**src/sv/tpc_pkg.sv**
```systemverilog
`timescale 1ns / 1ps
// ----------------------------------------------------------------------------
// tpc_pkg
// Shared types, constants and helpers for the target pressure classifier.
// ----------------------------------------------------------------------------
package tpc_pkg;

    localparam int NUM_TARGETS_DEF = 16;
    localparam int MAX_RECS_DEF    = 16;
    localparam int IDX_W           = 4;
    localparam int QUEUE_DEPTH     = 2;
    localparam int REG_IDX_W       = 3;
    localparam int CFG_W           = 64;

    typedef enum logic [1:0] {
        CMD_UPDATE  = 2'd0,
        CMD_CLEARED = 2'd1,
        CMD_ROUND   = 2'd2,
        CMD_RECOMMEND = 2'd3
    } cmd_t;

    typedef enum logic [1:0] {
        LVL_NORMAL      = 2'd0,
        LVL_WATCH       = 2'd1,
        LVL_CONSTRAINED = 2'd2
    } level_t;

    localparam logic [REG_IDX_W-1:0] REG_PB_TH     = 3'd0;
    localparam logic [REG_IDX_W-1:0] REG_Q_TH      = 3'd1;
    localparam logic [REG_IDX_W-1:0] REG_SS_TH     = 3'd2;
    localparam logic [REG_IDX_W-1:0] REG_DROP_TH   = 3'd3;
    localparam logic [REG_IDX_W-1:0] REG_RECOVERY  = 3'd4;
    localparam logic [REG_IDX_W-1:0] REG_CONS_SMP  = 3'd5;
    localparam logic [REG_IDX_W-1:0] REG_WATCH_SMP = 3'd6;
    localparam logic [REG_IDX_W-1:0] REG_COOLDOWN  = 3'd7;

    localparam logic [15:0] RUN_MAX    = 16'hFFFF;
    localparam logic [2:0]  NO_SIGNAL  = 3'd4;

    // decoded work item passed from front to back
    typedef struct packed {
        cmd_t        cmd;
        logic        in_range;
        logic [IDX_W-1:0] idx;
        logic [1:0]  metric;
        logic [31:0] pv;
        logic [31:0] pb;
        logic [47:0] now;
    } work_t;

    typedef struct packed {
        logic [3:0][63:0] th;
        logic [15:0] recovery;
        logic [15:0] cons_smp;
        logic [15:0] watch_smp;
        logic [31:0] cooldown;
    } cfg_t;

    function automatic logic [15:0] run_inc(input logic [15:0] r);
        run_inc = (r == RUN_MAX) ? RUN_MAX : r + 16'd1;
    endfunction

    function automatic logic [31:0] smooth(input logic [31:0] o, input logic [31:0] v);
        logic [33:0] w;
        w = {2'b00, o} + {1'b0, o, 1'b0} + {2'b00, v};
        smooth = w[33:2];
    endfunction

endpackage

```
**src/sv/tpc_out_if.sv**
```systemverilog
`timescale 1ns / 1ps
// ----------------------------------------------------------------------------
// tpc_out_if
// Result channel: entry status beat with valid/ready.
// ----------------------------------------------------------------------------
interface tpc_out_if;
    logic        valid;
    logic        ready;
    logic        entry_valid;
    logic [1:0]  level;
    logic [31:0] pressure_avg;
    logic [31:0] pending_avg;
    logic [15:0] watch_run;
    logic [15:0] constrained_run;
    logic [15:0] normal_run;
    logic [47:0] started_ms;
    logic [47:0] normal_since_out;
    logic        recommended;
    logic [2:0]  signal;

    modport source (output valid, entry_valid, level, pressure_avg, pending_avg,
                    watch_run, constrained_run, normal_run, started_ms,
                    normal_since_out, recommended, signal, input ready);
    modport sink (input valid, entry_valid, level, pressure_avg, pending_avg,
                  watch_run, constrained_run, normal_run, started_ms,
                  normal_since_out, recommended, signal, output ready);
endinterface

```
**src/sv/tpc_back.sv**
```systemverilog
`timescale 1ns / 1ps
// ----------------------------------------------------------------------------
// tpc_back
// Per-entry read-modify-write: smoothing, level, runs, times, recommends.
// ----------------------------------------------------------------------------
module tpc_back #(
    parameter int NUM_TARGETS = tpc_pkg::NUM_TARGETS_DEF,
    parameter int MAX_RECS    = tpc_pkg::MAX_RECS_DEF
) (
    input  logic           clk,
    input  logic           rst_n,
    input  tpc_pkg::cfg_t  cfg,
    input  tpc_pkg::work_t q_data,
    input  logic           q_valid,
    output logic           q_ready,
    tpc_out_if.source      out_ch
);
    localparam int RC_W = $clog2(MAX_RECS + 1);

    typedef enum logic [1:0] {
        ST_IDLE = 2'b01,
        ST_EXEC = 2'b10
    } st_t;

    // entry tables (one per target, indexed by the working item)
    logic [NUM_TARGETS-1:0] used_reg;
    logic [1:0]  metric_tab  [NUM_TARGETS];
    logic [1:0]  level_tab   [NUM_TARGETS];
    logic [31:0] ps_tab      [NUM_TARGETS];
    logic [31:0] pd_tab      [NUM_TARGETS];
    logic [15:0] wrun_tab    [NUM_TARGETS];
    logic [15:0] crun_tab    [NUM_TARGETS];
    logic [15:0] nrun_tab    [NUM_TARGETS];
    logic [47:0] start_tab   [NUM_TARGETS];
    logic [47:0] nsince_tab  [NUM_TARGETS];
    logic [47:0] last_tab    [NUM_TARGETS];

    st_t              st_reg;
    tpc_pkg::work_t   w_reg;
    logic [RC_W-1:0]  round_reg;
    logic             ov_reg;

    logic [3:0]  i;
    logic        ok, used;
    logic [1:0]  lvl_o, lvl_n, met_n;
    logic [31:0] ps_n, pd_n, wth, cth, pv_in;
    logic [15:0] wr_n, cr_n, nr_n;
    logic [47:0] st_n, ns_n, ls_n, last_o;
    logic        wr_en, used_n, rec, enough, cool_ok;
    logic [63:0] th;
    logic [47:0] gap;
    logic        out_free;

    assign i   = w_reg.idx;
    assign ok  = w_reg.in_range;
    assign used = ok && used_reg[i];
    assign out_free = !ov_reg || out_ch.ready;
    assign q_ready  = (st_reg == ST_IDLE);

    // next entry state for the held item
    always_comb
    begin
        th     = cfg.th[w_reg.metric];
        wth    = th[31:0];
        cth    = th[63:32];
        pv_in  = (w_reg.cmd == tpc_pkg::CMD_CLEARED) ? 32'd0 : w_reg.pv;
        lvl_o  = level_tab[i];
        last_o = last_tab[i];
        met_n  = metric_tab[i];
        lvl_n  = lvl_o;
        ps_n   = ps_tab[i];
        pd_n   = pd_tab[i];
        wr_n   = wrun_tab[i];
        cr_n   = crun_tab[i];
        nr_n   = nrun_tab[i];
        st_n   = start_tab[i];
        ns_n   = nsince_tab[i];
        ls_n   = last_o;
        used_n = used;
        wr_en  = 1'b0;
        rec    = 1'b0;
        enough = 1'b0;
        cool_ok = 1'b0;
        gap    = w_reg.now - last_o;
        case (w_reg.cmd)
            tpc_pkg::CMD_UPDATE, tpc_pkg::CMD_CLEARED:
            begin
                if (ok && (used || w_reg.cmd == tpc_pkg::CMD_UPDATE))
                begin
                    wr_en  = 1'b1;
                    used_n = 1'b1;
                    if (!used)
                    begin
                        lvl_o = tpc_pkg::LVL_NORMAL;
                        ps_n = pv_in; pd_n = w_reg.pb;
                        wr_n = '0; cr_n = '0; nr_n = '0;
                        st_n = '0; ns_n = '0; ls_n = '0;
                    end
                    else
                    begin
                        ps_n = tpc_pkg::smooth(ps_tab[i], pv_in);
                        pd_n = tpc_pkg::smooth(pd_tab[i], w_reg.pb);
                    end
                    met_n = w_reg.metric;
                    if (cth != 32'd0 && ps_n >= cth)
                    begin
                        lvl_n = tpc_pkg::LVL_CONSTRAINED;
                        cr_n = tpc_pkg::run_inc(cr_n);
                        wr_n = tpc_pkg::run_inc(wr_n);
                        nr_n = '0; ns_n = '0;
                        if (st_n == '0) st_n = w_reg.now;
                    end
                    else if (wth != 32'd0 && ps_n >= wth)
                    begin
                        lvl_n = tpc_pkg::LVL_WATCH;
                        cr_n = '0;
                        wr_n = tpc_pkg::run_inc(wr_n);
                        nr_n = '0; ns_n = '0;
                        if (st_n == '0) st_n = w_reg.now;
                    end
                    else
                    begin
                        lvl_n = tpc_pkg::LVL_NORMAL;
                        cr_n = '0; wr_n = '0;
                        nr_n = tpc_pkg::run_inc(nr_n);
                        if (lvl_o != tpc_pkg::LVL_NORMAL) ns_n = w_reg.now;
                        if (nr_n >= cfg.recovery) st_n = '0;
                    end
                end
            end
            tpc_pkg::CMD_RECOMMEND:
            begin
                enough = (lvl_o == tpc_pkg::LVL_CONSTRAINED && crun_tab[i] >= cfg.cons_smp) ||
                         (lvl_o == tpc_pkg::LVL_WATCH && wrun_tab[i] >= cfg.watch_smp);
                cool_ok = (last_o == '0) ||
                          (w_reg.now >= last_o && gap >= {16'd0, cfg.cooldown});
                if (used && round_reg < RC_W'(MAX_RECS) && enough && cool_ok)
                begin
                    rec = 1'b1;
                    wr_en = 1'b1;
                    ls_n = w_reg.now;
                end
            end
            default:
            begin
            end
        endcase
    end

    // table writes
    always_ff @(posedge clk)
    begin
        if (st_reg == ST_EXEC && out_free && wr_en)
        begin
            metric_tab[i] <= met_n;
            level_tab[i]  <= lvl_n;
            ps_tab[i]     <= ps_n;
            pd_tab[i]     <= pd_n;
            wrun_tab[i]   <= wr_n;
            crun_tab[i]   <= cr_n;
            nrun_tab[i]   <= nr_n;
            start_tab[i]  <= st_n;
            nsince_tab[i] <= ns_n;
            last_tab[i]   <= ls_n;
        end
    end

    // result register payload
    always_ff @(posedge clk)
    begin
        if (st_reg == ST_EXEC && out_free)
        begin
            out_ch.entry_valid      <= used_n;
            out_ch.level            <= used_n ? lvl_n : 2'd0;
            out_ch.pressure_avg     <= used_n ? ps_n : 32'd0;
            out_ch.pending_avg      <= used_n ? pd_n : 32'd0;
            out_ch.watch_run        <= used_n ? wr_n : 16'd0;
            out_ch.constrained_run  <= used_n ? cr_n : 16'd0;
            out_ch.normal_run       <= used_n ? nr_n : 16'd0;
            out_ch.started_ms       <= used_n ? st_n : 48'd0;
            out_ch.normal_since_out <= used_n ? ns_n : 48'd0;
            out_ch.recommended      <= rec;
            out_ch.signal           <= used_n ? {1'b0, met_n} : tpc_pkg::NO_SIGNAL;
        end
    end

    always_ff @(posedge clk)
    begin
        if (q_valid && q_ready)
        begin
            w_reg <= q_data;
        end
    end

    // control: sequencer, valid bits, round counter, output valid
    always_ff @(posedge clk or negedge rst_n)
    begin
        if (!rst_n)
        begin
            st_reg    <= ST_IDLE;
            used_reg  <= '0;
            round_reg <= '0;
            ov_reg    <= 1'b0;
        end
        else
        begin
            case (st_reg)
                ST_IDLE:
                begin
                    if (q_valid) st_reg <= ST_EXEC;
                end
                ST_EXEC:
                begin
                    if (out_free)
                    begin
                        st_reg <= ST_IDLE;
                        if (wr_en) used_reg[i] <= 1'b1;
                        if (w_reg.cmd == tpc_pkg::CMD_ROUND) round_reg <= '0;
                        else if (rec) round_reg <= round_reg + RC_W'(1);
                    end
                end
                default: st_reg <= ST_IDLE;
            endcase
            // result valid: set on load, cleared once taken
            if (st_reg == ST_EXEC && out_free) ov_reg <= 1'b1;
            else if (out_ch.ready) ov_reg <= 1'b0;
        end
    end

    assign out_ch.valid = ov_reg;

`ifndef SYNTHESIS
    a_round_cap: assert property (@(posedge clk) disable iff (!rst_n)
        round_reg <= RC_W'(MAX_RECS)) else $error("round count past limit");
    a_onehot: assert property (@(posedge clk) disable iff (!rst_n)
        $onehot(st_reg)) else $error("sequencer code");
    a_rec_needs_entry: assert property (@(posedge clk) disable iff (!rst_n)
        out_ch.valid && out_ch.recommended |-> out_ch.entry_valid)
        else $error("recommend without entry");
    a_rec_level: assert property (@(posedge clk) disable iff (!rst_n)
        out_ch.valid && out_ch.recommended |-> out_ch.level != tpc_pkg::LVL_NORMAL)
        else $error("recommend at normal level");
`endif
endmodule

```
**src/flat_wrapper.sv**
```systemverilog
// flat-port wrapper written by rule: the top's interface ports become plain ports
module tpc_back_flat 
#(
    parameter int NUM_TARGETS = tpc_pkg::NUM_TARGETS_DEF,
    parameter int MAX_RECS    = tpc_pkg::MAX_RECS_DEF
)
  (clk, rst_n, cfg, q_data, q_valid, q_ready, out_ch_valid, out_ch_entry_valid, out_ch_level, out_ch_pressure_avg, out_ch_pending_avg, out_ch_watch_run, out_ch_constrained_run, out_ch_normal_run, out_ch_started_ms, out_ch_normal_since_out, out_ch_recommended, out_ch_signal, out_ch_ready);
  tpc_out_if out_ch_i ();
  input  logic clk;
  input  logic rst_n;
  input  tpc_pkg::cfg_t cfg;
  input  tpc_pkg::work_t q_data;
  input  logic q_valid;
  output logic q_ready;
  output wire logic [$bits(out_ch_i.valid)-1:0] out_ch_valid;
  output wire logic [$bits(out_ch_i.entry_valid)-1:0] out_ch_entry_valid;
  output wire logic [$bits(out_ch_i.level)-1:0] out_ch_level;
  output wire logic [$bits(out_ch_i.pressure_avg)-1:0] out_ch_pressure_avg;
  output wire logic [$bits(out_ch_i.pending_avg)-1:0] out_ch_pending_avg;
  output wire logic [$bits(out_ch_i.watch_run)-1:0] out_ch_watch_run;
  output wire logic [$bits(out_ch_i.constrained_run)-1:0] out_ch_constrained_run;
  output wire logic [$bits(out_ch_i.normal_run)-1:0] out_ch_normal_run;
  output wire logic [$bits(out_ch_i.started_ms)-1:0] out_ch_started_ms;
  output wire logic [$bits(out_ch_i.normal_since_out)-1:0] out_ch_normal_since_out;
  output wire logic [$bits(out_ch_i.recommended)-1:0] out_ch_recommended;
  output wire logic [$bits(out_ch_i.signal)-1:0] out_ch_signal;
  input wire logic [$bits(out_ch_i.ready)-1:0] out_ch_ready;
  assign out_ch_valid = out_ch_i.valid;
  assign out_ch_entry_valid = out_ch_i.entry_valid;
  assign out_ch_level = out_ch_i.level;
  assign out_ch_pressure_avg = out_ch_i.pressure_avg;
  assign out_ch_pending_avg = out_ch_i.pending_avg;
  assign out_ch_watch_run = out_ch_i.watch_run;
  assign out_ch_constrained_run = out_ch_i.constrained_run;
  assign out_ch_normal_run = out_ch_i.normal_run;
  assign out_ch_started_ms = out_ch_i.started_ms;
  assign out_ch_normal_since_out = out_ch_i.normal_since_out;
  assign out_ch_recommended = out_ch_i.recommended;
  assign out_ch_signal = out_ch_i.signal;
  assign out_ch_i.ready = out_ch_ready;
  tpc_back #(.NUM_TARGETS(NUM_TARGETS), .MAX_RECS(MAX_RECS)) u_core (.clk(clk), .rst_n(rst_n), .cfg(cfg), .q_data(q_data), .q_valid(q_valid), .q_ready(q_ready), .out_ch(out_ch_i));
endmodule
```
**config.mk**
```make
export PLATFORM = sky130hd
export DESIGN_NAME = tpc_back_flat
export DESIGN_NICKNAME = d
export VERILOG_FILES = /design/src/sv/tpc_pkg.sv /design/src/sv/tpc_out_if.sv /design/src/sv/tpc_back.sv /design/src/flat_wrapper.sv
export SDC_FILE = /design/constraint.sdc
export NUM_CORES = 2
export LEC_CHECK = 0
export BUFFER_PORTS_ARGS = -buffer_cell sky130_fd_sc_hd__buf_2
export CAP_MARGIN = 20
export CELL_PAD_IN_SITES_DETAIL_PLACEMENT = 1
export CELL_PAD_IN_SITES_GLOBAL_PLACEMENT = 1
export CORE_UTILIZATION = 53
export CTS_BUF_LIST = sky130_fd_sc_hd__clkbuf_16
export DETAILED_ROUTE_END_ITERATION = 16
export GPL_TIMING_DRIVEN = 0
export PLACE_DENSITY = 0.76
export REMOVE_ABC_BUFFERS = 1
export SYNTH_ARGS = -nofsm -noshare
export SYNTH_HDL_FRONTEND = slang
export SYNTH_MEMORY_MAX_BITS = 65536
export SYNTH_SLANG_ARGS = --single-unit
```
**constraint.sdc**
```tcl
create_clock -name clk -period 35.4 [get_ports clk]
set_clock_uncertainty 0.1 [all_clocks]
set_input_delay 7.08 -clock clk [delete_from_list [all_inputs] [get_ports clk]]
set_output_delay 7.08 -clock clk [all_outputs]
set_load 0.03 [all_outputs]
```
### Word-level counts from Yosys, hierarchy flattened

Memories as Yosys holds them, arrays and structs flattened. A register that Yosys moved wholly into a read port is not among the register bits.
Index checks and enable logic that the tools add are counted.

| word-level totals | value |
|---|---|
| flip-flop bits (word level) | 360 |
| bits in writable memories | 4160 |
| bits of input ports | 461 |
| output and inout bits | 217 |
| logic and storage cells | 189 |
| memories kept | 10 |

| cells by class | value |
|---|---|
| add/sub/neg operators | 9 |
| $lt $le $gt $ge | 11 |
| eq/ne operators | 12 |
| multiplexer cells | 92 |
| bitwise gates (word level) | 1 |
| reductions and logical operators | 31 |

Memories:

| name | depth | bits a word | read ports | clocked after Yosys merged registers in | write ports | line | source |
|---|---|---|---|---|---|---|---|
| u_core.last_tab | 16 | 48 | 1 | 1 | 1 | tpc_back.sv:36 | `logic [47:0] last_tab [NUM_TARGETS];` |
| u_core.nsince_tab | 16 | 48 | 1 | 1 | 1 | tpc_back.sv:35 | `logic [47:0] nsince_tab [NUM_TARGETS];` |
| u_core.start_tab | 16 | 48 | 1 | 1 | 1 | tpc_back.sv:34 | `logic [47:0] start_tab [NUM_TARGETS];` |
| u_core.pd_tab | 16 | 32 | 1 | 1 | 1 | tpc_back.sv:30 | `logic [31:0] pd_tab [NUM_TARGETS];` |
| u_core.ps_tab | 16 | 32 | 1 | 1 | 1 | tpc_back.sv:29 | `logic [31:0] ps_tab [NUM_TARGETS];` |
| u_core.crun_tab | 16 | 16 | 1 | 1 | 1 | tpc_back.sv:32 | `logic [15:0] crun_tab [NUM_TARGETS];` |
| 4 more memories | n/a | n/a | n/a | n/a | n/a | n/a |  |

Operators with widths:

| cell | count |
|---|---|
| two-way mux 48 bit | 18 |
| two-way mux 16 bit | 23 |
| two-way mux 32 bit | 9 |
| binary-select mux 64 bit (select 2 bit) | 1 |
| logical NOT 48 bit | 2 |
| case mux 48 bit (2 select lines) | 1 |
| adder 32 x 33 -> 34 bit | 2 |
| adder 34 x 32 -> 34 bit | 2 |
| greater-or-equal comparator 32 bit | 2 |
| two-way mux 64 bit | 1 |
| nonzero test 32 bit | 2 |
| adder 16 x 1 -> 16 bit (second input constant) | 3 |
| == test 16 bit (second input constant) | 3 |
| greater-or-equal comparator 16 bit | 3 |
| greater-or-equal comparator 48 x 32 -> 1 bit | 1 |
| greater-or-equal comparator 48 bit | 1 |
| subtractor 48 bit | 1 |
| two-way mux 4 bit | 10 |
| two-way mux 2 bit | 10 |
| OR 16 bit | 1 |
| logical AND 1 bit | 14 |
| two-way mux 1 bit | 12 |
| two-way mux 5 bit | 2 |
| == test 2 bit (second input constant) | 4 |
| 20 further kinds | 28 |

### Logic depth before layout (Yosys ltp)

| logic depth | value |
|---|---|
| depth after elaboration | 15 |
| mapped depth | 46 |
| mapped depth without buffers | 32 |

### Worst setup path after synthesis

Ideal clock, no wire load.

| timing | value |
|---|---|
| path kind | in2reg |
| from | input port out_ch_ready |
| to | memory u_core.crun_tab[10][0] (enable) |
| library setup time | 0.882 ns |
| arrival | 24.877 ns |
| data required time | 34.418 ns |
| setup slack | 9.541 ns |
| stages | 6 |
| buffers on the path | 2 |
| path through | nand2b_1 > nor2b_1 > clkbuf_1 > clkbuf_1 > nand3_1 > nor2_1 |

| between the ends | value |
|---|---|
| longest elaborated chain between the ends | 5 |

Ends and longest elaborated chain:

| element | line | source |
|---|---|---|
| start: declaration | flat_wrapper.sv:27 | `input wire logic [$bits(out_ch_i.ready)-1:0] out_ch_ready;` |
| logical OR 1 bit | tpc_back.sv:57 | `assign out_free = !ov_reg \|\| out_ch.ready;` |
| logical AND 1 bit (2 in a row) | tpc_back.sv:153 | `if (st_reg == ST_EXEC && out_free && wr_en)` |
| two-way mux 1 bit | tpc_back.sv:153 |  |
| two-way mux 1 bit (implied by the code) | tpc_back.sv:160 | `crun_tab[i] <= cr_n;` |
| end: declaration | tpc_back.sv:32 |  |

No other way between the ends.

==> run summary <==
For the fraction of power consumed by the clock network, the log shows 0.351. The register bit count reported by yosys was 4524. The worst setup path is launched from a register. The wire length of the first global-routing pass came out at 814000 um. For the cell row count, the log shows 218. In the final timing run, aggregate negative setup slack is 0 ns. Net switching share of the total power: 0.270.

Yosys printed 0 warnings. The tools report the total congestion overflow after global routing as 0. The synthesized design spends more area on one cell type than any other, namely edfxtp_1.

The clock transition at the register clock pins on the worst setup and hold paths after CTS is 0.06 ns, and the aggregate routed wire length is 580000 um. The multi-input combinational cells in the finished layout cover a total of 49600 um^2. The tools report the maximum level of the CTS H-tree as 5. For the pin with the worst max-slew slack, the measured transition is 1.33 ns.

The largest registers in the layout are u_core.last_tab x768, u_core.nsince_tab x768, u_core.start_tab x768. Clock latency on the worst-skew pair, taken at its later pin, is 1.01 ns. The ratio of final minimum period to clock period is 0.375.

The power consumption is 13.5 mW. The run gives 378000 um as the estimated wirelength of the detail-placed design. The cell depth of the worst min-delay path is 1, and the area taken by flip-flops and latches is 136000 um^2. The part of the Yosys area used for sequential elements was 0.721; the largest net degree at the start of global routing was 78. TritonCTS built the clock tree. Number of enable-type register cells in the synthesized netlist: 4496. The count of buffers added on input and output ports is 677. Die height: 598 um. First-pass iteration count of the detailed router: 6. A synthesized cell averages 20.1 um^2. The logs give 0.467 for the share of power burned in registers and 0 for the final-report setup violation count.

The required time reported for the critical path endpoint came out at 36.12 ns. For this design, the slowest cell found on the critical path is dfxtp_4. The number of remaining DRC errors is 0. The run gives 0.323 as the total global-route track usage.

The clock passes through at most 4 buffers. The path class of the lowest-slack min-delay path is reg2reg. 678 I/O pins were placed.

The initial core utilization was 0.533. The internal power of the cells totals 9.85 mW. Fraction of the core area covered by cells at the end of the flow: 0.621. OpenSTA, run right after detailed placement, puts the worst setup slack at 20.77 ns. For this design the total switching power over the nets is 3.64 mW.

The number of clock buffers inserted by TritonCTS is 454, and the average detailed-routed wire length per instance is 37.0 um. Detailed routing inserted a total of 103759 vias. The endpoint class of the critical path was a register. Fill cells in the final layout number 29314. The total setup buffers inserted after CTS was 0; the part of the power in combinational logic was 0.183.

Routability-driven placement finished with a final weighted congestion of 0.913. Max-slew violation count: 0. In the post-synthesis netlist, the biggest area contributors are edfxtp_1, mux4_2, ha_1, mux2i_1, a21oi_1.

The headroom to the max-slew limit is 0.114. Counting distinct cell types in the post-synthesis netlist gives 80. The time the final worst path needs with I/O delays and setup works out to 13.29 ns.

Synthesis produced 9350 cells. Setup repair after global routing left no endpoint under its margin. Once detail routing completed, the nets flagged for antenna violations numbered 0.

For this run, the slowest stage of the critical path takes 0.84 ns. Based on the critical path, the design can be clocked at up to 75.3 MHz. After the first detailed-routing iteration, the DRC count stood at 11723. For this design the static power due to leakage is 74.4 nW. The critical-path maximum fanout was 40. In this run the standard cell core region covers 353000 um^2. The number of violations of the max-capacitance limit was 0; the area of the mapped netlist was 188000 um^2. Measured in cells, the most critical reg-to-reg path has a length of 31. The fraction of synthesis flops using an asynchronous set or reset pin came out at 0.00531.

After the last flow step, the layout net total stands at 11301. The run gives 109850 as the via count of the first global-routing pass. Post-cts gate resize count: 0. VDD sags by at most 0.0469 mV. The total die area is 358000 um^2, and the initial antenna violation count is 67.

The run gives 0 as the number of buffers inserted for hold repair after clock tree synthesis. The most common library cell in the layout ignoring fill and taps was edfxtp_1. The count of endpoints failing hold in the final timing report was 0.

The most frequent cell on the critical path was o21ai_0. Dividing total power by cell area gives a power density of 61.5 nW/um^2. The startpoint-to-endpoint class of the critical path was reg2reg.

Measured along the x axis, the die boundary spans 598 um. In the layout the commonest cells are edfxtp_1, mux4_2, buf_2. The most used flip-flop cell after synthesis is edfxtp_1. The run gives 14.01 ns as the worst endpoint data arrival time. The vias per cell was 6.62; the area growth from synthesis to layout was 16.5%. The area share of the largest cell type after synthesis works out to 0.717.

The tools report the number of clock sinks as 4524. The root buffer cell is clkbuf_16. The fraction of layout cells with a size suffix above 1 works out to 0.295. The run finished with clean final reports. The worst path meets setup with 22.11 ns of slack.
==> power by group through the flow <==
stage | Sequential (mW) | Clock, mW | Combinational [mW]
finish | 6.29 | 4.73 | 2.46
floorplan | 6.54 | 0 | 2.48
global placement | 6.67 | 0 | 3.67
global route | 6.29 | 4.94 | 2.63
detailed placement | 6.41 | 0 | 2.38
CTS | 6.30 | 4.78 | 2.41
==> cell type report <==
cell class                      count  area share
Antenna cell                       38    0.000433
Clock buffer                      461      0.0526
Clock inverter                    376      0.0135
Inverter                          279     0.00484
Multi-Input combinational cell   4068       0.226
Sequential cell                  4524       0.618
Tap cell                         4730      0.0270
Timing Repair Buffer             1188      0.0573
==> synth_stat cells, drive strengths merged (98+ instances only) <==
| cell type | number |
|---|---|
| edfxtp | 4496 |
| mux4 | 1314 |
| nand2 | 317 |
| inv | 279 |
| buf | 266 |
| a21oi | 265 |
| ha | 260 |
| o21ai | 227 |
| clkbuf | 213 |
| mux2i | 206 |
| nor2 | 194 |
| and2 | 191 |
| a21o | 98 |
==> path summary, 6_finish.rpt <==
path | start | end | slack (ns)
max in group asynchronous | rst_n | u_core.used_reg[2]$_DFFE_PN0P_ | 28.64
min in group asynchronous | rst_n | u_core.used_reg[5]$_DFFE_PN0P_ | 6.08
max | register | u_core.out_ch.normal_since_out[10]$_SDFFCE_PP0P_ | 22.11
max reg2reg | register | u_core.out_ch.normal_since_out[10]$_SDFFCE_PP0P_ | 22.11
min | u_core.used_reg[7]$_DFFE_PN0P_ | u_core.used_reg[7]$_DFFE_PN0P_ | 0.37
min reg2reg | u_core.used_reg[7]$_DFFE_PN0P_ | u_core.used_reg[7]$_DFFE_PN0P_ | 0.37
==> stage by stage <==
| stage | hold slack [ns] | cells | cell area [um^2] |
|---|---|---|---|
| after floorplan | 0.331 | 8871 | 186000 |
| final | 0.372 | 15664 | 219000 |
| after CTS | 0.376 | 15566 | 219000 |
| after global routing | 0.396 | 15642 | 219000 |
| after detailed placement | 0.361 | 14729 | 204000 |
| after global placement | 0.342 | 14278 | 195000 |
==> logic make-up (layout without fill, tap and decap cells) <==
| logic type | Yosys count | after routing | synth area share |
|---|---|---|---|
| AO/OA/AOI/OAI | 1007 | 1007 | 0.0346 |
| XOR/XNOR | 93 | 93 | 0.00433 |
| adder cells (fa/ha/maj) | 325 | 325 | 0.0242 |
| buffers and inverters | 758 | 2304 | 0.0177 |
| flip-flops | 4524 | 4524 | 0.721 |
| multiplexers | 1538 | 1538 | 0.169 |
| other | 0 | 38 | 0 |
| AND/OR/NAND/NOR | 1105 | 1105 | 0.0295 |
==> worst max-delay path, delay by kind of cell (launching register included) <==
family | cells | cell delay (ns)
AOI/OAI and AO/OA | 16 | 6.06
buffers and inverters | 6 | 2.13
adders and majority gates | 3 | 1.25
and+or+nand+nor | 3 | 1.22
muxes | 2 | 1.11
DFF | 1 | 0.84
xor gates and xnor gates | 1 | 0.11
==> layer usage <==
| metal | vias up | GRT usage | wire (um) |
|---|---|---|---|
| li1 | 41220 | - | - |
| met1 | 55315 | 0.402 | 209000 |
| met2 | 5847 | 0.540 | 289000 |
| met3 | 1321 | 0.0599 | 45600 |
| met4 | 56 | 0.174 | 35700 |
| met5 | - | 0 | 376 |
Note: power is estimated with default switching activity, not from simulation.
